## config.mk

```make
export PLATFORM = sky130hd
export DESIGN_NAME = csht_ctrl
export DESIGN_NICKNAME = d
export VERILOG_FILES = /design/src/design/csht_pkg.sv /design/src/design/csht_ctrl.sv
export SDC_FILE = /design/constraint.sdc
export NUM_CORES = 1
export LEC_CHECK = 0
export BUFFER_PORTS_ARGS = -buffer_cell sky130_fd_sc_hd__buf_2
export CAP_MARGIN = 20
export CORE_AREA = 4 4 42 80
export CTS_CLUSTER_SIZE = 25
export DETAILED_ROUTE_END_ITERATION = 16
export DIE_AREA = 0 0 46 84
export GPL_TIMING_DRIVEN = 0
export PLACE_DENSITY = 0.79
export SLEW_MARGIN = 20
export SYNTH_ARGS = -nofsm -noshare
export SYNTH_HDL_FRONTEND = slang
export SYNTH_SLANG_ARGS = --single-unit
export TNS_END_PERCENT = 20
```

## constraint.sdc

```tcl
create_clock -name aclk -period 2.2 [get_ports aclk]
set_clock_uncertainty 0.05 [all_clocks]
set_input_delay 0.11 -clock aclk [delete_from_list [all_inputs] [get_ports aclk]]
set_output_delay 0.11 -clock aclk [all_outputs]
set_load 0.005 [all_outputs]
```

## src/design/csht_pkg.sv

```systemverilog
// shared codes, command and status types for the chained scatter hash table
`timescale 1ns / 1ps

package csht_pkg;

    localparam int KEY_W      = 30;
    localparam int VAL_PORT_W = 32;
    localparam int START_W    = 7;
    localparam int SLOT_OUT_W = 6;
    localparam int CNT_OUT_W  = 7;
    localparam int OP_W       = 3;
    localparam int STATUS_W   = 2;

    localparam logic [OP_W-1:0] OP_LOOKUP = 3'd0;
    localparam logic [OP_W-1:0] OP_SET    = 3'd1;
    localparam logic [OP_W-1:0] OP_DELETE = 3'd2;
    localparam logic [OP_W-1:0] OP_SCAN   = 3'd3;
    localparam logic [OP_W-1:0] OP_CLEAR  = 3'd4;

    localparam logic [STATUS_W-1:0] ST_OK     = 2'd0;
    localparam logic [STATUS_W-1:0] ST_MISS   = 2'd1;
    localparam logic [STATUS_W-1:0] ST_FULL   = 2'd2;
    localparam logic [STATUS_W-1:0] ST_BADKEY = 2'd3;

    typedef enum logic [1:0] {
        A_E,
        A_MP,
        A_FP
    } addr_sel_t;

    typedef enum logic [3:0] {
        W_NONE,
        W_SWEEP,
        W_DEL,
        W_SETV,
        W_INS_HOME,
        W_P_LINK,
        W_F_MOVED,
        W_MP_NEW,
        W_F_NEW,
        W_MP_LINKF
    } wr_t;

    typedef enum logic [3:0] {
        U_NONE,
        U_CLEAR,
        U_E_START,
        U_E_INC,
        U_FIND_INIT,
        U_FOLLOW,
        U_SAVE_MP,
        U_FP_DEC,
        U_F_SET,
        U_P_INIT
    } uop_t;

    typedef enum logic [3:0] {
        R_BADKEY,
        R_MISS,
        R_FULL,
        R_CLEAR,
        R_HIT_READ,
        R_HIT_SET,
        R_INS_MP,
        R_INS_F,
        R_SCAN
    } res_t;

    typedef struct packed {
        logic      load;
        logic      rd_en;
        addr_sel_t rd_sel;
        wr_t       wr;
        uop_t      uop;
        logic      mod_start;
        logic      mod_sel;    // 0 input key, 1 displaced resident key
        logic      res_load;
        res_t      res;
    } csht_cmd_t;

    typedef struct packed {
        logic [OP_W-1:0] op;
        logic            bad_key;
        logic            start_oob;
        logic            mod_done;
        logic            key_match;
        logic            key_zero;
        logic            link_zero;
        logic            link_bad;
        logic            link_is_mp;
        logic            steps_last;
        logic            steps_full;
        logic            e_last;
        logic            fp_zero;
        logic            home_is_mp;
        logic            out_busy;
    } csht_stat_t;

endpackage

```

## src/design/csht_ctrl.sv

```systemverilog
// controller: sequences lookups, chain walks, free-slot search, relocation and clear
`timescale 1ns / 1ps

module csht_ctrl
    import csht_pkg::*;
(
    input  logic       aclk,
    input  logic       aresetn,
    input  logic       s_tvalid,
    output logic       s_tready,
    input  csht_stat_t stat,
    output csht_cmd_t  cmd
);

    typedef enum logic [4:0] {
        SWEEP,
        IDLE,
        DECODE,
        HOME_WAIT,
        FIND_RD,
        FIND_CHK,
        INS_RD,
        INS_CHK,
        FREE_DEC,
        FREE_RD,
        FREE_CHK,
        OTHER_WAIT,
        MP_LINKF,
        P_RD,
        P_CHK,
        MOVE_F,
        MOVE_MP,
        SCAN_RD,
        SCAN_CHK,
        DONE
    } state_t;

    state_t state_reg, state_next;
    res_t   res_reg, res_next;
    logic   clr_reg, clr_next;

    assign s_tready = (state_reg == IDLE);

    always_comb begin
        state_next    = state_reg;
        res_next      = res_reg;
        clr_next      = clr_reg;
        cmd           = '0;
        cmd.rd_sel    = A_E;
        cmd.wr        = W_NONE;
        cmd.uop       = U_NONE;
        cmd.res       = R_MISS;
        cmd.load      = s_tvalid && s_tready;
        unique case (state_reg)
            SWEEP: begin
                cmd.wr = W_SWEEP;
                if (stat.e_last) begin
                    if (clr_reg) begin
                        res_next   = R_CLEAR;
                        state_next = DONE;
                    end else begin
                        state_next = IDLE;
                    end
                end else begin
                    cmd.uop = U_E_INC;
                end
            end
            IDLE: begin
                if (s_tvalid) begin
                    state_next = DECODE;
                end
            end
            DECODE: begin
                priority if (stat.op > OP_CLEAR) begin
                    res_next   = R_MISS;
                    state_next = DONE;
                end else if (stat.op <= OP_DELETE && stat.bad_key) begin
                    res_next   = R_BADKEY;
                    state_next = DONE;
                end else if (stat.op == OP_CLEAR) begin
                    cmd.uop    = U_CLEAR;
                    clr_next   = 1'b1;
                    state_next = SWEEP;
                end else if (stat.op == OP_SCAN) begin
                    if (stat.start_oob) begin
                        res_next   = R_MISS;
                        state_next = DONE;
                    end else begin
                        cmd.uop    = U_E_START;
                        state_next = SCAN_RD;
                    end
                end else begin
                    cmd.mod_start = 1'b1;
                    state_next    = HOME_WAIT;
                end
            end
            HOME_WAIT: begin
                if (stat.mod_done) begin
                    cmd.uop    = U_FIND_INIT;
                    state_next = FIND_RD;
                end
            end
            FIND_RD: begin
                cmd.rd_en  = 1'b1;
                state_next = FIND_CHK;
            end
            FIND_CHK: begin
                priority if (stat.key_match) begin
                    state_next = DONE;
                    if (stat.op == OP_SET) begin
                        cmd.wr   = W_SETV;
                        res_next = R_HIT_SET;
                    end else begin
                        if (stat.op == OP_DELETE) begin
                            cmd.wr = W_DEL;
                        end
                        res_next = R_HIT_READ;
                    end
                end else if (stat.link_bad || stat.steps_last) begin
                    if (stat.op == OP_SET) begin
                        state_next = INS_RD;
                    end else begin
                        res_next   = R_MISS;
                        state_next = DONE;
                    end
                end else begin
                    cmd.uop    = U_FOLLOW;
                    state_next = FIND_RD;
                end
            end
            INS_RD: begin
                cmd.rd_en  = 1'b1;
                cmd.rd_sel = A_MP;
                state_next = INS_CHK;
            end
            INS_CHK: begin
                if (stat.key_zero) begin
                    cmd.wr     = W_INS_HOME;
                    res_next   = R_INS_MP;
                    state_next = DONE;
                end else begin
                    cmd.uop    = U_SAVE_MP;
                    state_next = FREE_DEC;
                end
            end
            FREE_DEC: begin
                if (stat.fp_zero) begin
                    res_next   = R_FULL;
                    state_next = DONE;
                end else begin
                    cmd.uop    = U_FP_DEC;
                    state_next = FREE_RD;
                end
            end
            FREE_RD: begin
                cmd.rd_en  = 1'b1;
                cmd.rd_sel = A_FP;
                state_next = FREE_CHK;
            end
            FREE_CHK: begin
                if (stat.key_zero && stat.link_zero) begin
                    cmd.uop       = U_F_SET;
                    cmd.mod_start = 1'b1;
                    cmd.mod_sel   = 1'b1;
                    state_next    = OTHER_WAIT;
                end else begin
                    state_next = FREE_DEC;
                end
            end
            OTHER_WAIT: begin
                if (stat.mod_done) begin
                    if (stat.home_is_mp) begin
                        // resident is at home: splice new key in after it
                        cmd.wr     = W_F_NEW;
                        state_next = MP_LINKF;
                    end else begin
                        cmd.uop    = U_P_INIT;
                        state_next = P_RD;
                    end
                end
            end
            MP_LINKF: begin
                cmd.wr     = W_MP_LINKF;
                res_next   = R_INS_F;
                state_next = DONE;
            end
            P_RD: begin
                cmd.rd_en  = 1'b1;
                state_next = P_CHK;
            end
            P_CHK: begin
                // find the predecessor of the home slot in the resident's chain
                if (stat.steps_full || stat.link_bad || stat.link_is_mp) begin
                    cmd.wr     = W_P_LINK;
                    state_next = MOVE_F;
                end else begin
                    cmd.uop    = U_FOLLOW;
                    state_next = P_RD;
                end
            end
            MOVE_F: begin
                cmd.wr     = W_F_MOVED;
                state_next = MOVE_MP;
            end
            MOVE_MP: begin
                cmd.wr     = W_MP_NEW;
                res_next   = R_INS_MP;
                state_next = DONE;
            end
            SCAN_RD: begin
                cmd.rd_en  = 1'b1;
                state_next = SCAN_CHK;
            end
            SCAN_CHK: begin
                priority if (!stat.key_zero) begin
                    res_next   = R_SCAN;
                    state_next = DONE;
                end else if (stat.e_last) begin
                    res_next   = R_MISS;
                    state_next = DONE;
                end else begin
                    cmd.uop    = U_E_INC;
                    state_next = SCAN_RD;
                end
            end
            DONE: begin
                if (!stat.out_busy) begin
                    cmd.res_load = 1'b1;
                    cmd.res      = res_reg;
                    clr_next     = 1'b0;
                    state_next   = IDLE;
                end
            end
            default: begin
                state_next = IDLE;
            end
        endcase
    end

    always_ff @(posedge aclk) begin
        if (!aresetn) begin
            state_reg <= SWEEP;
            res_reg   <= R_MISS;
            clr_reg   <= 1'b0;
        end else begin
            state_reg <= state_next;
            res_reg   <= res_next;
            clr_reg   <= clr_next;
        end
    end

endmodule

```

==> results_dict.tcl <==
set metrics [dict create \
    yosys.area.top_type_share_pct 14.68 \
    fin_ws_ps 87.60 \
    clock-sinks 10 \
    path_clk_slew_ps 50 \
    hold_violations 0 \
    grt_pass1_wl_um 8404 \
    leakage_nw 0.7132 \
    synthArstFlopShare_pct 0 \
    clockBufferDepth 2 \
    cts_hold_buf 0 \
    placed_cell_area_sq_mm 0.001590 \
    switching_share_pct 42.09 \
    clockPowerShare_pct 21.8 \
    firstDrtPassIters 5 \
    worstSetupPathType "reg2out" \
    ant_nets 0 \
    synth_edf_count 0 \
    rsz0062_at_grt "no" \
    vdd_drop_max_v 0.0004286 \
    crit_fanout 10 \
    status "finished clean" \
    portBuffers 38 \
    max_cap_violations 0 \
    yosysWarnings 0 \
    stdcell_area_sq_mm 0.001673 \
    gp_congestion 1.040 \
    drc 0 \
    syn2layout_area_growth_pct 22.66 \
    ys_ff_latch 10 \
    cpMaxStageDelayCell "or4_1" \
    switching_power_w 0.0003641 \
    regArea_sq_um 200.2 \
    grt_pass1_vias 1764 \
    htreeDepth 1 \
    end_kind "output pin" \
    diodes 0 \
    yosys.area.top_type "dfxtp_1" \
    ys_seq_area_share_pct 14.68 \
    clk_latency_ps 240 \
    p_int_w 0.0005010 \
    synthTopCellsByCount "nor2_1 (17), nand2_1 (15), a21oi_1 (14)" \
    max_freq_mhz 473.4 \
    first_iter_violations 108 \
    grt_max_degree 11 \
    place_ws_ps -30.47 \
    via_per_inst 6.643 \
    fill_cells 283 \
    root_buffer "clkbuf_8" \
    final_util_pct 60.39 \
    total_power_w 0.0008651 \
    ys.flop_type "dfxtp_1" \
    totalWireLength_um 5281 \
    syn_nets 219 \
    track_usage_pct 28.64 \
    max_slew_margin_pct 64.45 \
    hold_class "in2reg" \
    finalCritPeriodShare_pct 96.02 \
    overflow 0 \
    syn_area_sq_mm 0.001364 \
    via_count 1787 \
    comb_power_share_pct 53.2 \
    cp.required_ps 2040 \
    io_pins 40 \
    largest_reg_flops 5 \
    ys_types 53 \
    start_kind "flip-flop" \
    power_density_mw_per_mm2 517.1 \
    ys_top_cells_by_area "dfxtp_1 (15%), a21oi_1 (5.1%), nor2_1 (4.7%), nand2_1 (4.1%), nand2b_1 (3.7%)" \
    fp.dieH_um 84 \
    dieArea_sq_mm 0.003864 \
    num_rows 27 \
    cp.arrival_ps 1950 \
    antenna_found_initial 0 \
    setup_violations 0 \
    worst_slew_pin_slew_ps 525.9 \
    dp_hpwl_um 4056 \
    post-synth-top-count-cell "nor2_1" \
    die_w_um 46 \
    layout_min_cycle_time_ps 2112 \
    postSynthCellCount 199 \
    layout-drive-gt1-share_pct 30.42 \
    crit_path_max_incr_delay_ps 480 \
    multi_input_area_sq_mm 0.001090 \
    cts_tree "yes" \
    cp_cell_sequence "clkbuf_4 > nor2_1 > nand3_1 > o22ai_2 > or4_1 > buf_2" \
    drv_slew 0 \
    nets 262 \
    cts_buffers 3 \
    core-area_sq_mm 0.002770 \
    initial_core_util_pct 49.23 \
    seqPwrFrac_pct 24.9 \
    postSynthAreaPerCell_sq_um 6.853 \
    wl_per_cell_um 19.63 \
]
## cell type report
type / instances / share of cell area [%]
sequential: 10 / 11.97
tap: 29 / 2.169
clock buffer: 3 / 2.468
buffer: 14 / 5.310
inverter: 5 / 1.122
multi-input combinational: 169 / 65.15
timing repair buffer: 39 / 11.82
## routing by layer
layer | part of all wire [%] | track usage (%) | vias to the layer above | wire, um
li1 | - | - | 838 | -
met1 | 37 | 34.03 | 814 | 1930
met2 | 52 | 47.74 | 107 | 2771
met3 | 6.2 | 1.512 | 28 | 325
met4 | 4.8 | 15.54 | 0 | 255
met5 | 0 | 0 | - | 0
## cell usage in the layout, fill, tap and decap left out, drive strengths merged, types with 4 or more instances in the layout
cell and n:
a21oi 15, nand2b 8, nand3 6, nor3 9
nor3b 5, o21ai 6, a31oi 7, inv 5
dfxtp 10, mux2i 4, nor2b 7, buf 41
or3 4, clkbuf 14, nor2 17, nand2 15
nor4 5, or3b 5, and2 5, or2 5
## worst max-delay path: cells and delay by family (launching register included)
family                 cells  cell delay, ps
AO/OA/AOI/OAI              1             110
buffers and inverters      2             400
flip-flops                 1             420
AND/OR/NAND/NOR            3             780
## path summary, 6_finish.rpt
path | from | endpoint | slack (ps) | cells past startpoint
max | state_reg[3] | cmd[7] | 90 | 6
min | stat[0] | clr_reg | 160 | 2
min reg2reg | res_reg[1] | res_reg[1] | 420 | 2
max reg2reg | state_reg[3] | state_reg[4] | 170 | 6
## what timing repair did
action | 4_1_cts | 5_1_grt
endpoints found under the setup margin | 9 | 14
resized for setup | 6 | 12
hold endpoints to repair | 0 | 0
setup buffers | 0 | 1
## power by group through the flow
stage	combinational (W)	clock, W	sequential, W
floorplan	0.000298	0	0.000212
global route	0.000501	0.000195	0.000217
global placement	0.000435	0	0.000215
detailed placement	0.000437	0	0.000217
finish	0.000461	0.000189	0.000216
CTS	0.000445	0.000189	0.000213
## logic make-up (layout without fill, tap and decap cells)
kind of cell,Yosys count,count (layout),share of synthesized area (%)
xor gates and xnor gates,1,1,0.6423
buffers and inverters,20,61,7.339
DFF,10,10,14.68
and+or+nand+nor,105,105,43.76
AOI/OAI and AO/OA,59,59,30.64
muxes,4,4,2.936
## metrics by stage
step,hold slack [ps],cells,setup TNS [ps]
detailed placement,397.2,266,-36.60
CTS,158.5,269,0
finish,156.6,269,0
global route,169.0,269,0
global placement,393.0,266,0
floorplan,215.2,199,0
Power figures use the tool's default switching activity.
